[config.mk]
export PLATFORM = sky130hd
export DESIGN_NAME = polyline_step_resampler_core
export DESIGN_NICKNAME = d
export VERILOG_FILES = /design/src/rtl/psr_pkg.sv /design/src/rtl/polyline_step_resampler_core.sv
export VERILOG_INCLUDE_DIRS = /design/src /design/src/rtl
export SDC_FILE = /design/constraint.sdc
export NUM_CORES = 2
export LEC_CHECK = 0
export BUFFER_PORTS_ARGS = -buffer_cell sky130_fd_sc_hd__buf_2
export CAP_MARGIN = 20
export CORE_ASPECT_RATIO = 0.9
export CORE_MARGIN = 10
export CORE_UTILIZATION = 40
export DETAILED_ROUTE_END_ITERATION = 12
export GPL_TIMING_DRIVEN = 0
export PLACE_DENSITY = 0.68
export SYNTH_ARGS = -nofsm -noshare
export SYNTH_HDL_FRONTEND = slang
export SYNTH_SLANG_ARGS = --single-unit
[constraint.sdc]
create_clock -name clock -period 8 [get_ports clock]
set_clock_uncertainty 0.1 [all_clocks]
set_input_delay 2.4 -clock clock [delete_from_list [all_inputs] [get_ports clock]]
set_output_delay 2.4 -clock clock [all_outputs]
set_load 0.02 [all_outputs]
[src/rtl/polyline_step_resampler_core_assert.svh]
// Assertion macros for the polyline step resampler core.
`ifndef POLYLINE_STEP_RESAMPLER_CORE_ASSERT_SVH
`define POLYLINE_STEP_RESAMPLER_CORE_ASSERT_SVH

// Same-cycle implication, checked on every clock edge outside reset.
`define PSR_ASSERT_NOW(name, ante, cons, msg) \
   name: assert property (@(posedge clock) disable iff (reset) (ante) |-> (cons)) \
      else $error(msg);

// Next-cycle implication, checked on every clock edge outside reset.
`define PSR_ASSERT_NEXT(name, ante, cons, msg) \
   name: assert property (@(posedge clock) disable iff (reset) (ante) |=> (cons)) \
      else $error(msg);

`endif

[src/rtl/psr_pkg.sv]
// Shared widths for the polyline step resampler core.
package psr_pkg;

   // Coordinate and spacing widths
   localparam int COORD_W = 32;
   localparam int STEP_W  = 31;
   // Coordinate difference, one bit wider than a coordinate
   localparam int DIFF_W  = 33;
   // Sum of squares, padded to an even width for the root
   localparam int SQ_W    = 66;
   // Integer root of the sum of squares
   localparam int ROOT_W  = 33;
   // Width of the per-segment point count
   localparam int CNT_W   = 6;

endpackage

[src/rtl/polyline_step_resampler_core.sv]
// Polyline resampler: one sequencer around bit-serial add/compare steps.
// A segment vertex passes through square, root, count (cut short if it saturates), divide and
// fixup steps (divide and fixup skipped when the count is 0), then one point per cycle while the
// output is taken; a closing vertex adds its end point. A first vertex is stored, or sent alone.
// No new vertex is accepted until the previous one has issued its last point.
// Reset (synchronous, active high): no vertex held, spacing 1.0, output empty.
module polyline_step_resampler_core #(
   parameter int MAX_SEGMENT_POINTS = 63
) (
   input  logic        clock,
   input  logic        reset,
   // Input vertices
   input  logic        req_tvalid,
   output logic        req_tready,
   input  logic [63:0] req_tdata,   // [31:0] vertex_x, [63:32] vertex_y
   input  logic        req_tuser,   // [0] path_start
   input  logic        req_tlast,   // path_end
   // Resampled points
   output logic        rsp_tvalid,
   input  logic        rsp_tready,
   output logic [63:0] rsp_tdata,   // [31:0] point_x, [63:32] point_y
   output logic        rsp_tlast,   // run_last
   // Spacing register
   input  logic        csr_wr_en,
   input  logic [30:0] csr_wr_data
);

`include "polyline_step_resampler_core_assert.svh"

   localparam logic [psr_pkg::CNT_W-1:0] MaxPts = psr_pkg::CNT_W'(MAX_SEGMENT_POINTS);

   typedef enum logic [2:0] {
      ST_IDLE,
      ST_SQUARE,
      ST_SQRT,
      ST_COUNT,
      ST_DIVIDE,
      ST_FIXUP,
      ST_EMIT,
      ST_FINAL
   } state_type;

   state_type state_ff, state_in;

   logic [psr_pkg::STEP_W-1:0]  step_length_ff, step_length_in;
   logic [psr_pkg::COORD_W-1:0] prev_x_ff, prev_x_in, prev_y_ff, prev_y_in;
   logic                        have_prev_ff, have_prev_in;
   logic [psr_pkg::COORD_W-1:0] cur_x_ff, cur_x_in, cur_y_ff, cur_y_in;
   logic                        end_ff, end_in;
   logic [psr_pkg::COORD_W-1:0] ax_ff, ax_in, ay_ff, ay_in;
   logic                        sx_ff, sx_in, sy_ff, sy_in;
   logic [5:0]                  iter_ff, iter_in;
   logic [psr_pkg::SQ_W-1:0]    acc_ff, acc_in;
   logic [35:0]                 srem_ff, srem_in;
   logic [psr_pkg::ROOT_W-1:0]  root_ff, root_in;
   logic [psr_pkg::ROOT_W+3:0]  dv_ff, dv_in;
   logic [psr_pkg::CNT_W-1:0]   n_ff, n_in;
   logic [psr_pkg::DIFF_W-1:0]  qx_ff, qx_in, qy_ff, qy_in;
   logic [psr_pkg::CNT_W:0]     rx_ff, rx_in, ry_ff, ry_in;
   logic [psr_pkg::DIFF_W-1:0]  stepq_x_ff, stepq_x_in, stepq_y_ff, stepq_y_in;
   logic [psr_pkg::CNT_W:0]     stepr_x_ff, stepr_x_in, stepr_y_ff, stepr_y_in;
   logic [psr_pkg::CNT_W-1:0]   k_ff, k_in, last_k_ff, last_k_in;
   logic                        out_valid_ff, out_valid_in;
   logic [psr_pkg::COORD_W-1:0] out_x_ff, out_x_in, out_y_ff, out_y_in;
   logic                        out_last_ff, out_last_in;

   // Input fields
   logic [psr_pkg::COORD_W-1:0] vx, vy;
   assign vx = req_tdata[31:0];
   assign vy = req_tdata[63:32];

   // Segment difference and magnitude
   logic [psr_pkg::DIFF_W-1:0]  dx_w, dy_w;
   logic [psr_pkg::COORD_W-1:0] adx_w, ady_w;
   assign dx_w  = {vx[31], vx} - {prev_x_ff[31], prev_x_ff};
   assign dy_w  = {vy[31], vy} - {prev_y_ff[31], prev_y_ff};
   assign adx_w = dx_w[32] ? 32'(-dx_w) : dx_w[31:0];
   assign ady_w = dy_w[32] ? 32'(-dy_w) : dy_w[31:0];

   // Square step: Horner accumulate of ax*ax + ay*ay, MSB first
   logic [psr_pkg::SQ_W-1:0] sq_sum;
   assign sq_sum = {acc_ff[64:0], 1'b0}
                 + (ax_ff[iter_ff[4:0]] ? {34'd0, ax_ff} : 66'd0)
                 + (ay_ff[iter_ff[4:0]] ? {34'd0, ay_ff} : 66'd0);

   // Root step: restoring digit-by-digit square root
   logic [35:0] rt_t, rt_trial;
   logic        rt_ge;
   assign rt_t     = {srem_ff[33:0], acc_ff[65:64]};
   assign rt_trial = {1'b0, root_ff, 2'b01};
   assign rt_ge    = rt_t >= rt_trial;

   // Count step: restoring divide of the root by the spacing
   logic                      cnt_ge;
   logic [psr_pkg::CNT_W-1:0] cnt_q;
   assign cnt_ge = {4'd0, root_ff} >= dv_ff;
   assign cnt_q  = {n_ff[4:0], cnt_ge};

   // Divide step: both lanes by the point count
   logic [psr_pkg::CNT_W:0] dvx_t, dvy_t, dvx_r, dvy_r;
   logic                    dvx_ge, dvy_ge;
   assign dvx_t  = {rx_ff[5:0], qx_ff[31]};
   assign dvy_t  = {ry_ff[5:0], qy_ff[31]};
   assign dvx_ge = dvx_t >= {1'b0, n_ff};
   assign dvy_ge = dvy_t >= {1'b0, n_ff};
   assign dvx_r  = dvx_ge ? dvx_t - {1'b0, n_ff} : dvx_t;
   assign dvy_r  = dvy_ge ? dvy_t - {1'b0, n_ff} : dvy_t;

   // Fixup: turn magnitude quotient into floor quotient for negative differences
   logic                      fxn_x, fxn_y;
   logic [psr_pkg::CNT_W-1:0] fxr_x, fxr_y;
   assign fxn_x = sx_ff && (rx_ff != '0);
   assign fxn_y = sy_ff && (ry_ff != '0);
   assign fxr_x = fxn_x ? n_ff - rx_ff[5:0] : rx_ff[5:0];
   assign fxr_y = fxn_y ? n_ff - ry_ff[5:0] : ry_ff[5:0];

   // Emit step: advance quotient and remainder by one point
   logic [psr_pkg::CNT_W+1:0] em_sx, em_sy, em_twon;
   logic                      em_wx, em_wy;
   assign em_twon = {1'b0, n_ff, 1'b0};
   assign em_sx   = {1'b0, rx_ff} + {1'b0, stepr_x_ff};
   assign em_sy   = {1'b0, ry_ff} + {1'b0, stepr_y_ff};
   assign em_wx   = em_sx >= em_twon;
   assign em_wy   = em_sy >= em_twon;

   logic out_free;
   assign out_free = !out_valid_ff || rsp_tready;

   // Sequencer next state
   always_comb begin
      state_in       = state_ff;
      step_length_in = step_length_ff;
      prev_x_in      = prev_x_ff;
      prev_y_in      = prev_y_ff;
      have_prev_in   = have_prev_ff;
      cur_x_in       = cur_x_ff;
      cur_y_in       = cur_y_ff;
      end_in         = end_ff;
      ax_in          = ax_ff;
      ay_in          = ay_ff;
      sx_in          = sx_ff;
      sy_in          = sy_ff;
      iter_in        = iter_ff;
      acc_in         = acc_ff;
      srem_in        = srem_ff;
      root_in        = root_ff;
      dv_in          = dv_ff;
      n_in           = n_ff;
      qx_in          = qx_ff;
      qy_in          = qy_ff;
      rx_in          = rx_ff;
      ry_in          = ry_ff;
      stepq_x_in     = stepq_x_ff;
      stepq_y_in     = stepq_y_ff;
      stepr_x_in     = stepr_x_ff;
      stepr_y_in     = stepr_y_ff;
      k_in           = k_ff;
      last_k_in      = last_k_ff;
      out_valid_in   = out_valid_ff && !rsp_tready;
      out_x_in       = out_x_ff;
      out_y_in       = out_y_ff;
      out_last_in    = out_last_ff;

      if (csr_wr_en) begin
         step_length_in = csr_wr_data;
      end

      unique case (state_ff)
         ST_IDLE: begin
            if (req_tvalid) begin
               cur_x_in = vx;
               cur_y_in = vy;
               end_in   = req_tlast;
               if (req_tuser || !have_prev_ff) begin
                  if (req_tlast) begin
                     state_in = ST_FINAL;
                  end else begin
                     prev_x_in    = vx;
                     prev_y_in    = vy;
                     have_prev_in = 1'b1;
                  end
               end else begin
                  ax_in    = adx_w;
                  ay_in    = ady_w;
                  sx_in    = dx_w[32];
                  sy_in    = dy_w[32];
                  acc_in   = '0;
                  iter_in  = 6'd31;
                  state_in = ST_SQUARE;
               end
            end
         end
         ST_SQUARE: begin
            acc_in  = sq_sum;
            iter_in = iter_ff - 6'd1;
            if (iter_ff == 6'd0) begin
               iter_in  = 6'd32;
               srem_in  = '0;
               root_in  = '0;
               state_in = ST_SQRT;
            end
         end
         ST_SQRT: begin
            acc_in  = {acc_ff[63:0], 2'b00};
            srem_in = rt_ge ? rt_t - rt_trial : rt_t;
            root_in = {root_ff[31:0], rt_ge};
            iter_in = iter_ff - 6'd1;
            if (iter_ff == 6'd0) begin
               iter_in  = 6'd6;
               dv_in    = {step_length_ff, 6'd0};
               n_in     = '0;
               state_in = ST_COUNT;
            end
         end
         ST_COUNT: begin
            dv_in   = dv_ff >> 1;
            iter_in = iter_ff - 6'd1;
            if (iter_ff == 6'd6) begin
               // quotient of 64 or more saturates at once
               if (cnt_ge) begin
                  n_in     = MaxPts;
                  qx_in    = {1'b0, ax_ff};
                  qy_in    = {1'b0, ay_ff};
                  rx_in    = '0;
                  ry_in    = '0;
                  iter_in  = 6'd31;
                  state_in = ST_DIVIDE;
               end
            end else begin
               root_in = cnt_ge ? root_ff - dv_ff[32:0] : root_ff;
               n_in    = cnt_q;
               if (iter_ff == 6'd0) begin
                  n_in = (cnt_q > MaxPts) ? MaxPts : cnt_q;
                  if (cnt_q == '0) begin
                     // short segment: start point only
                     qx_in     = '0;
                     qy_in     = '0;
                     rx_in     = '0;
                     ry_in     = '0;
                     k_in      = '0;
                     last_k_in = '0;
                     state_in  = ST_EMIT;
                  end else begin
                     qx_in    = {1'b0, ax_ff};
                     qy_in    = {1'b0, ay_ff};
                     rx_in    = '0;
                     ry_in    = '0;
                     iter_in  = 6'd31;
                     state_in = ST_DIVIDE;
                  end
               end
            end
         end
         ST_DIVIDE: begin
            rx_in   = {1'b0, dvx_r[5:0]};
            ry_in   = {1'b0, dvy_r[5:0]};
            qx_in   = {1'b0, qx_ff[30:0], dvx_ge};
            qy_in   = {1'b0, qy_ff[30:0], dvy_ge};
            iter_in = iter_ff - 6'd1;
            if (iter_ff == 6'd0) begin
               state_in = ST_FIXUP;
            end
         end
         ST_FIXUP: begin
            stepq_x_in = !sx_ff ? qx_ff : (fxn_x ? ~qx_ff : -qx_ff);
            stepq_y_in = !sy_ff ? qy_ff : (fxn_y ? ~qy_ff : -qy_ff);
            stepr_x_in = {fxr_x, 1'b0};
            stepr_y_in = {fxr_y, 1'b0};
            // point 0: quotient 0, remainder n of the doubled numerator
            qx_in      = '0;
            qy_in      = '0;
            rx_in      = {1'b0, n_ff};
            ry_in      = {1'b0, n_ff};
            k_in       = '0;
            last_k_in  = n_ff - 6'd1;
            state_in   = ST_EMIT;
         end
         ST_EMIT: begin
            if (out_free) begin
               out_valid_in = 1'b1;
               out_x_in     = prev_x_ff + qx_ff[31:0];
               out_y_in     = prev_y_ff + qy_ff[31:0];
               out_last_in  = !end_ff && (k_ff == last_k_ff);
               if (k_ff == last_k_ff) begin
                  if (end_ff) begin
                     state_in = ST_FINAL;
                  end else begin
                     prev_x_in    = cur_x_ff;
                     prev_y_in    = cur_y_ff;
                     have_prev_in = 1'b1;
                     state_in     = ST_IDLE;
                  end
               end else begin
                  k_in  = k_ff + 6'd1;
                  rx_in = em_wx ? 7'(em_sx - em_twon) : em_sx[6:0];
                  ry_in = em_wy ? 7'(em_sy - em_twon) : em_sy[6:0];
                  qx_in = qx_ff + stepq_x_ff + {32'd0, em_wx};
                  qy_in = qy_ff + stepq_y_ff + {32'd0, em_wy};
               end
            end
         end
         ST_FINAL: begin
            if (out_free) begin
               out_valid_in = 1'b1;
               out_x_in     = cur_x_ff;
               out_y_in     = cur_y_ff;
               out_last_in  = 1'b1;
               prev_x_in    = cur_x_ff;
               prev_y_in    = cur_y_ff;
               have_prev_in = 1'b0;
               state_in     = ST_IDLE;
            end
         end
         default: begin
            state_in = ST_IDLE;
         end
      endcase
   end

   // State, datapath and output registers
   always_ff @(posedge clock) begin
      if (reset) begin
         state_ff       <= ST_IDLE;
         step_length_ff <= 31'd65536;
         prev_x_ff      <= '0;
         prev_y_ff      <= '0;
         have_prev_ff   <= 1'b0;
         out_valid_ff   <= 1'b0;
      end else begin
         state_ff       <= state_in;
         step_length_ff <= step_length_in;
         prev_x_ff      <= prev_x_in;
         prev_y_ff      <= prev_y_in;
         have_prev_ff   <= have_prev_in;
         out_valid_ff   <= out_valid_in;
      end
      cur_x_ff    <= cur_x_in;
      cur_y_ff    <= cur_y_in;
      end_ff      <= end_in;
      ax_ff       <= ax_in;
      ay_ff       <= ay_in;
      sx_ff       <= sx_in;
      sy_ff       <= sy_in;
      iter_ff     <= iter_in;
      acc_ff      <= acc_in;
      srem_ff     <= srem_in;
      root_ff     <= root_in;
      dv_ff       <= dv_in;
      n_ff        <= n_in;
      qx_ff       <= qx_in;
      qy_ff       <= qy_in;
      rx_ff       <= rx_in;
      ry_ff       <= ry_in;
      stepq_x_ff  <= stepq_x_in;
      stepq_y_ff  <= stepq_y_in;
      stepr_x_ff  <= stepr_x_in;
      stepr_y_ff  <= stepr_y_in;
      k_ff        <= k_in;
      last_k_ff   <= last_k_in;
      out_x_ff    <= out_x_in;
      out_y_ff    <= out_y_in;
      out_last_ff <= out_last_in;
   end

   // Ports
   assign req_tready = (state_ff == ST_IDLE);
   assign rsp_tvalid = out_valid_ff;
   assign rsp_tdata  = {out_y_ff, out_x_ff};
   assign rsp_tlast  = out_last_ff;

   // Remainders stay below 2n whenever a count is in use
   logic rem_ok;
   assign rem_ok = (n_ff == '0) || ((rx_ff < {n_ff, 1'b0}) && (ry_ff < {n_ff, 1'b0}));

   // Checks
   `PSR_ASSERT_NOW(a_k_in_range, state_ff == ST_EMIT, k_ff <= last_k_ff, "point index past count")
   `PSR_ASSERT_NOW(a_n_clamped, state_ff == ST_EMIT, n_ff <= MaxPts, "point count above limit")
   `PSR_ASSERT_NOW(a_rem_bound, state_ff == ST_EMIT, rem_ok, "remainder out of range")

endmodule

# After elaboration in Yosys (flattened, before gate mapping)
# Cells that the tools add are included.
# totals
ff_bits,648
latchBits,0
ram_bits,0
rom_bits,0
in_bits,102
wordCells,261
mem_count,0
# op_classes
addsub,27
n_mul,0
n_div,0
magnitude_cmp,8
eq_ne,28
shift,0
muxes,123
n_bitwise,3
reduce_logical,40
# ops
op,count
2-to-1 mux 32 bit,22
2-to-1 mux 33 bit,17
case mux 33 bit (4 select lines),2
case mux 66 bit (3 select lines),1
case mux 32 bit (3 select lines),2
adder 66 x 32 -> 66 bit,2
2-to-1 mux 6 bit,22
2-to-1 mux 66 bit,2
case mux 32 bit (2 select lines),2
case mux 33 bit (3 select lines),1
case mux 37 bit (2 select lines),1
2-to-1 mux 34 bit,2
case mux 34 bit (2 select lines),1
adder 33 x 1 -> 33 bit,2
adder 33 bit,2
negation 33 bit,2
inverter 33 bit,2
subtractor 32 x 32 -> 33 bit,2
adder 32 bit,2
negation 32 bit,2
2-to-1 mux 7 bit,9
case mux 7 bit (4 select lines),2
2-to-1 mux 3 bit,13
greater-or-equal comparator 33 x 37 -> 1 bit,1
49 further kinds,113

# Longest topological paths before layout
# depth
ltp_word,6
ltp_mapped,25
depth_no_buf,24

# Worst setup path before layout
# Ideal clock, no wire load.
# synth_timing
path_type,reg-to-reg
start,reg dv_ff[1] (netlist name)
end,reg qx_ff[0] (netlist name) (enable)
t_arrival_ns,6.432
t_required_ns,7.365
slack_ns,0.933
stages_incl_launch_ff,13
period_less_slack_ns,7.067
cell_sequence,edfxtp_1 > inv_1 > ha_1 > nor2b_1 > o21a_1 > o21ai_0 > a2111oi_0 > a31oi_1 > o21ai_1 > a31oi_1 > o31ai_1 > nand2_1 > a21oi_1
# synth_between
elab_chain_cells,3
# synth_lines
element,line,rtl
start: declaration,polyline_step_resampler_core.sv:56,"logic [psr_pkg::ROOT_W+3:0] dv_ff, dv_in;"
start signal: assignment,polyline_step_resampler_core.sv:348,dv_ff <= dv_in;
greater-or-equal comparator 33 x 37 -> 1 bit,polyline_step_resampler_core.sv:96,"assign cnt_ge = {4'd0, root_ff} >= dv_ff;"
!= test 3 bit (no line),--,
AND reduction 5 bit (no line),--,
end signal: assignment,polyline_step_resampler_core.sv:350,qx_ff <= qx_in;
end: declaration,polyline_step_resampler_core.sv:58,"logic [psr_pkg::DIFF_W-1:0] qx_ff, qx_in, qy_ff, qy_in;"
# Every way passes these cells.
# A chain may end at the register's enable or synchronous reset.

# Worst setup path in the final report
# layout_timing
start,reg ry_ff[2] (netlist name)
end,"reg qy_ff[31] (netlist name), data pin"
# layout_between
elab_chain_cells,6
# layout_lines
element,line,rtl
start: declaration,polyline_step_resampler_core.sv:59,"logic [psr_pkg::CNT_W:0] rx_ff, rx_in, ry_ff, ry_in;"
start signal: assignment,polyline_step_resampler_core.sv:353,ry_ff <= ry_in;
adder 7 x 7 -> 8 bit,polyline_step_resampler_core.sv:122,"assign em_sy = {1'b0, ry_ff} + {1'b0, stepr_y_ff};"
greater-or-equal comparator 8 x 7 -> 1 bit,polyline_step_resampler_core.sv:124,assign em_wy = em_sy >= em_twon;
adder 33 x 1 -> 33 bit,polyline_step_resampler_core.sv:298,"qy_in = qy_ff + stepq_y_ff + {32'd0, em_wy};"
2-to-1 mux 33 bit,polyline_step_resampler_core.sv:284,if (k_ff == last_k_ff) begin
2-to-1 mux 33 bit,polyline_step_resampler_core.sv:279,if (out_free) begin
case mux 33 bit (4 select lines),polyline_step_resampler_core.sv:168,unique case (state_ff)
net qy_in (one bit),polyline_step_resampler_core.sv:58,
end signal: assignment,polyline_step_resampler_core.sv:351,qy_ff <= qy_in;
end: declaration,polyline_step_resampler_core.sv:58,
# The timed path passes the listed nets, and every way through them passes these cells. The select of a mux whose other input is x is not followed.

==> summary.md <==
The run finished with clean final reports. Summing all non-filler instances in the final layout gives an area of 52440 um^2. The number of failing hold endpoints at the final stage was 0; the headroom to the max-slew limit was 0.1779.

The start-to-end type of the worst setup path is reg2reg. The via count of the first global-routing pass was 37980. The estimated wirelength of the detail-placed design came out at 118600 um.

Setup repair after global routing left no endpoint under its margin. The tree is rooted in a sky130_fd_sc_hd__clkbuf_16. For the pin with the worst max-slew slack, the measured transition is 1.222 ns. Synthesized area divided by synthesized cell count: 9.341 um^2. During I/O placement, the number of pins put on the boundary was 169.

For this design the ratio of total power to cell area is 422.9 nW/um^2. In this run the worst hold path is classified as reg2reg. For the first-pass iteration count of the detailed router, the log shows 8. The share of synthesized flip-flops with an asynchronous set or reset works out to 0. In the synthesized netlist the dominant register cell turns out to be sky130_fd_sc_hd__edfxtp_1. The switching power of the nets was 0.01030 W; the largest net degree at the start of global routing was 60.

For the static leakage, the log shows 20.54 nW. The clock transition at the registers of the reported paths works out to 0.07 ns. The worst hold path begins at have_prev_ff.

The worst-case IR drop observed on VDD is 0.0002991 V. The worst register-to-register path has a setup slack of 0.58 ns. Counting instances, the worst hold path has a depth of 2. For the overall power consumption, the log shows 0.02218 W. The net switching fraction of the power was 0.4643; the number of buffers added for setup after CTS was 0.

The number of vias per cell was 5.894; the floorplan die height was 344.3 um. For hold timing, the worst endpoint is have_prev_ff. Most prevalent standard cell on the critical path: sky130_fd_sc_hd__o21ai_0. The synthesized netlist occupies a cell area of 46740 um^2. At the worst endpoint, the required time is 8.33 ns.

The count of nets left with antenna violations once routing finished came out at 0. In this design, the stage delay of the slowest critical-path cell is 0.56 ns. Traced cell by cell, the critical path runs through ha_1, a21o_1, a21oi_1, o21bai_1, a21oi_1, xnor2_1, ha_1, nand4_1, o311ai_0, or2_2, clkbuf_1, inv_1, fa_1, nor2b_1, o21ai_0, a211oi_1, o22ai_1, o31ai_1, a41oi_1, a31oi_1, a221oi_1, o21ai_0, mux2i_1, o21ai_0.

The number of nets in the layout is 5758. Along the worst path, the maximum fanout reaches 9. The tools report the total overflow reported by the global router as 0.

Source of the worst register-to-register timing path: ry_ff[2]. The synthesized instance count is 5004, and the count of flip-flops with a built-in enable after synthesis is 544. TritonCTS built the clock tree. Count of vias placed by the detailed router: 40600.

The first global-routing pass estimated 230300 um of wire. The clock period minus final worst setup slack is 7.421 ns, and the total of flip-flops plus latches after synthesis is 644. The run gives 2 as the number of antenna violations at the first check in global routing. The congestion estimate from routability-driven global placement came to 0.9994.

The tools report the count of unique library cells instantiated by Yosys as 96. Clock insertion delay at the later pin of the skew report: 0.70 ns. The critical register-to-register path endpoint is qy_ff[31]. Timing would allow up to 134.7 MHz.

The clock network fraction of design power was 0.160; the combinational cell fraction of total power was 0.573. Setup violations remaining at the end of the flow were counted as 0. The core region is 115600 um^2.

After detailed routing, the total wire length is 152400 um. The horizontal extent of the die was 380.3 um. The starting density of the core was 0.4043.

The cell depth of the worst flop-to-flop path is 24, and the global router's overall resource usage is 0.2226. The detailed-route wire length per cell was 22.12 um. The placed cell area was 49910 um^2.

The critical path data arrival time was 7.75 ns; the fraction of final layout cells sized beyond drive strength 1 was 0.07864. The count of buffers added on input and output ports is 166. TritonCTS created 76 clock buffers.

Number of pins exceeding their max-slew limit in the final report: 0. The worst setup path is launched from a flop. Across the run, the number of max-cap violations was 0. The tools report the nature of the critical path endpoint as a flop. The area growth from synthesis to layout is 12.20%, and the depth of the CTS H-tree is 3.

The logs give 4210 for the number of DRC markers in iteration 0 and 0 for the synthesis warning total. Cell with the largest stage delay on the worst path: sky130_fd_sc_hd__o31ai_1. Sequential cell area fraction in the yosys report: 0.3923.

The share of total power in sequential cells came out at 0.266. The run gives 5496 as the synthesized net count. In this run the deepest clock path goes through 3 buffers. Number of design rule violations left after detail routing: 0. After floorplanning, the core was divided into 118 placement rows. The run gives 130900 um^2 as the die area. Cell internal power was estimated by the tool at 0.01188 W. For the clock sink count, the log shows 644. Fraction of the cycle the final worst path needs: 0.9277.
==> worst max path at each step <==
| stage | start | end | slack [ns] | cells past startpoint |
|---|---|---|---|---|
| final | ry_ff[2] | qy_ff[31] | 0.58 | 24 |
| after global routing | iter_ff[0] | acc_ff[65] | 0.005 | 22 |
| after CTS | iter_ff[1] | acc_ff[65] | 0.55 | 23 |
| after detailed placement | iter_ff[1] | acc_ff[65] | 0.58 | 23 |
| after global placement | dv_ff[1] | qy_ff[13] | -2.58 | 12 |
| after floorplan | dv_ff[1] | qx_ff[0] | 0.93 | 12 |
==> power groups by stage <==
| stage | sequential (W) | combinational, W | clock (W) |
|---|---|---|---|
| 2_1_floorplan | 0.00571 | 0.00917 | 0 |
| 3_3_place_gp | 0.00606 | 0.0120 | 0 |
| 3_5_place_dp | 0.00592 | 0.0124 | 0 |
| 4_1_cts | 0.00587 | 0.0125 | 0.00359 |
| 5_1_grt | 0.00597 | 0.0140 | 0.00371 |
| 6_report | 0.00591 | 0.0127 | 0.00355 |
==> flip-flops by register name (all words and copies together), names as in the netlist, 32 cells and up <==
register,count
acc_ff,66
ax_ff,32
ay_ff,32
cur_x_ff,32
cur_y_ff,32
dv_ff,37
out_x_ff,32
out_y_ff,32
prev_x_ff,32
prev_y_ff,32
qx_ff,32
qy_ff,32
root_ff,33
srem_ff,34
stepq_x_ff,32
stepq_y_ff,32
==> metrics by stage <==
stage / TNS, ns / utilization / cells / setup slack [ns] / hold slack [ns]
4_1_cts: 0 / 0.4533 / 6884 / 0.5486 / 0.3995
2_1_floorplan: 0 / - / 5004 / 0.9330 / 0.3520
6_report: 0 / 0.4536 / 6889 / 0.5787 / 0.4050
3_5_place_dp: 0 / 0.4317 / 6744 / 0.5823 / 0.3893
5_1_grt: 0 / 0.4536 / 6888 / 0.005103 / 0.4304
3_3_place_gp: -253.83 / 0.4284 / 6730 / -2.579 / 0.3764
==> layer usage <==
layer,share of wire,global-route usage,wire length [um]
met3,0.092,0.04314,14020
met4,0.033,0.07277,5084
met1,0.45,0.3167,68110
met2,0.43,0.3376,65180
met5,0,0,0
==> placed cells by master (no fill, tap or decap), types with 49 or more instances in the layout <==
cell                        netlist  final
sky130_fd_sc_hd__edfxtp_1       544    544
sky130_fd_sc_hd__nand2_1        498    498
sky130_fd_sc_hd__nor2_1         378    376
sky130_fd_sc_hd__a21oi_1        377    375
sky130_fd_sc_hd__o21ai_0        352    351
sky130_fd_sc_hd__ha_1           341    341
sky130_fd_sc_hd__inv_1          305    304
sky130_fd_sc_hd__xnor2_1        230    230
sky130_fd_sc_hd__buf_2           18    184
sky130_fd_sc_hd__clkbuf_1       170    182
sky130_fd_sc_hd__xor2_1         179    179
sky130_fd_sc_hd__nand3_1        169    169
sky130_fd_sc_hd__a21o_1         156    156
sky130_fd_sc_hd__dfxtp_1        100    100
sky130_fd_sc_hd__nor2b_1         96     96
sky130_fd_sc_hd__clkbuf_16        0     78
sky130_fd_sc_hd__a311oi_1        72     72
sky130_fd_sc_hd__nand2b_1        71     71
sky130_fd_sc_hd__nor3_1          68     68
sky130_fd_sc_hd__fa_1            49     49
==> worst max-delay path, delay by kind of cell (launching register included) <==
| kind | cells | cell delay [ns] |
|---|---|---|
| mux | 1 | 0.29 |
| simple gates | 3 | 0.45 |
| fa+ha+maj | 3 | 1.19 |
| flops | 1 | 0.54 |
| buf+inv | 2 | 0.53 |
| xor+xnor | 1 | 0.12 |
| compound gates | 14 | 3.94 |
==> repair_timing <==
| action | 4_1_cts | 5_1_grt |
|---|---|---|
| setup endpoints to repair | 0 | 4 |
| hold buffers | 0 | 0 |
| gates resized for setup | 0 | 4 |
==> cells in the mapped netlist, types with 13 or more instances <==
library cell                count  area share
sky130_fd_sc_hd__a21o_1       156       0.025
sky130_fd_sc_hd__xor2_1       179       0.034
sky130_fd_sc_hd__o221ai_1      13      0.0024
sky130_fd_sc_hd__nand3_1      169       0.018
sky130_fd_sc_hd__buf_2         18      0.0019
sky130_fd_sc_hd__nor2b_1       96       0.013
sky130_fd_sc_hd__o211ai_1      27      0.0043
sky130_fd_sc_hd__or2_2         26      0.0035
sky130_fd_sc_hd__or4_1         14      0.0022
sky130_fd_sc_hd__a2111oi_0     15      0.0028
sky130_fd_sc_hd__a31oi_1       48      0.0064
sky130_fd_sc_hd__o22ai_1       41      0.0055
sky130_fd_sc_hd__fa_1          49       0.021
sky130_fd_sc_hd__nand2b_1      71      0.0095
sky130_fd_sc_hd__a211oi_1      44      0.0071
sky130_fd_sc_hd__ha_1         341       0.091
sky130_fd_sc_hd__mux2i_1       42      0.0090
sky130_fd_sc_hd__a21oi_1      377       0.040
sky130_fd_sc_hd__nor4_1        21      0.0028
sky130_fd_sc_hd__dfxtp_1      100       0.043
sky130_fd_sc_hd__clkbuf_1     170       0.014
sky130_fd_sc_hd__o41ai_1       14      0.0026
sky130_fd_sc_hd__nor3_1        68      0.0073
sky130_fd_sc_hd__o31ai_1       38      0.0061
sky130_fd_sc_hd__edfxtp_1     544        0.35
sky130_fd_sc_hd__and2_1        29      0.0039
sky130_fd_sc_hd__nor2_1       378       0.030
sky130_fd_sc_hd__mux4_2        20      0.0096
sky130_fd_sc_hd__or3_1         36      0.0048
sky130_fd_sc_hd__o21bai_1      22      0.0035
sky130_fd_sc_hd__o21ai_0      352       0.038
sky130_fd_sc_hd__and3_1        44      0.0059
sky130_fd_sc_hd__buf_1         15      0.0012
sky130_fd_sc_hd__a221o_1       34      0.0073
sky130_fd_sc_hd__inv_1        305       0.024
sky130_fd_sc_hd__nand2_1      498       0.040
sky130_fd_sc_hd__o21a_1        44      0.0071
sky130_fd_sc_hd__a21boi_0      13      0.0021
sky130_fd_sc_hd__nand4_1       41      0.0055
sky130_fd_sc_hd__xnor2_1      230       0.043
sky130_fd_sc_hd__a311oi_1      72       0.013
==> final cells by class <==
class,count,area [um^2]
Clock buffer,95,2036
Multi-Input combinational cell,3851,26530
Timing Repair Buffer,184,1185
Fill cell,11000,63160
Inverter,306,1151
Buffer,203,793.3
Sequential cell,644,18340
Clock inverter,45,451.7
Tap cell,1560,1952
Antenna cell,1,2.502
==> kinds of logic (layout without fill, tap and decap cells) <==
group	count (synthesis)	in the layout	share of synthesized area
DFF	644	644	0.3923
other	0	1	0
xor gates and xnor gates	409	409	0.07664
AOI/OAI and AO/OA	1447	1447	0.2013
muxes	67	67	0.01984
buffers and inverters	509	833	0.04136
adders and majority gates	390	390	0.1123
and+or+nand+nor	1538	1538	0.1562
No activity file was read; power rests on OpenSTA's default activity.
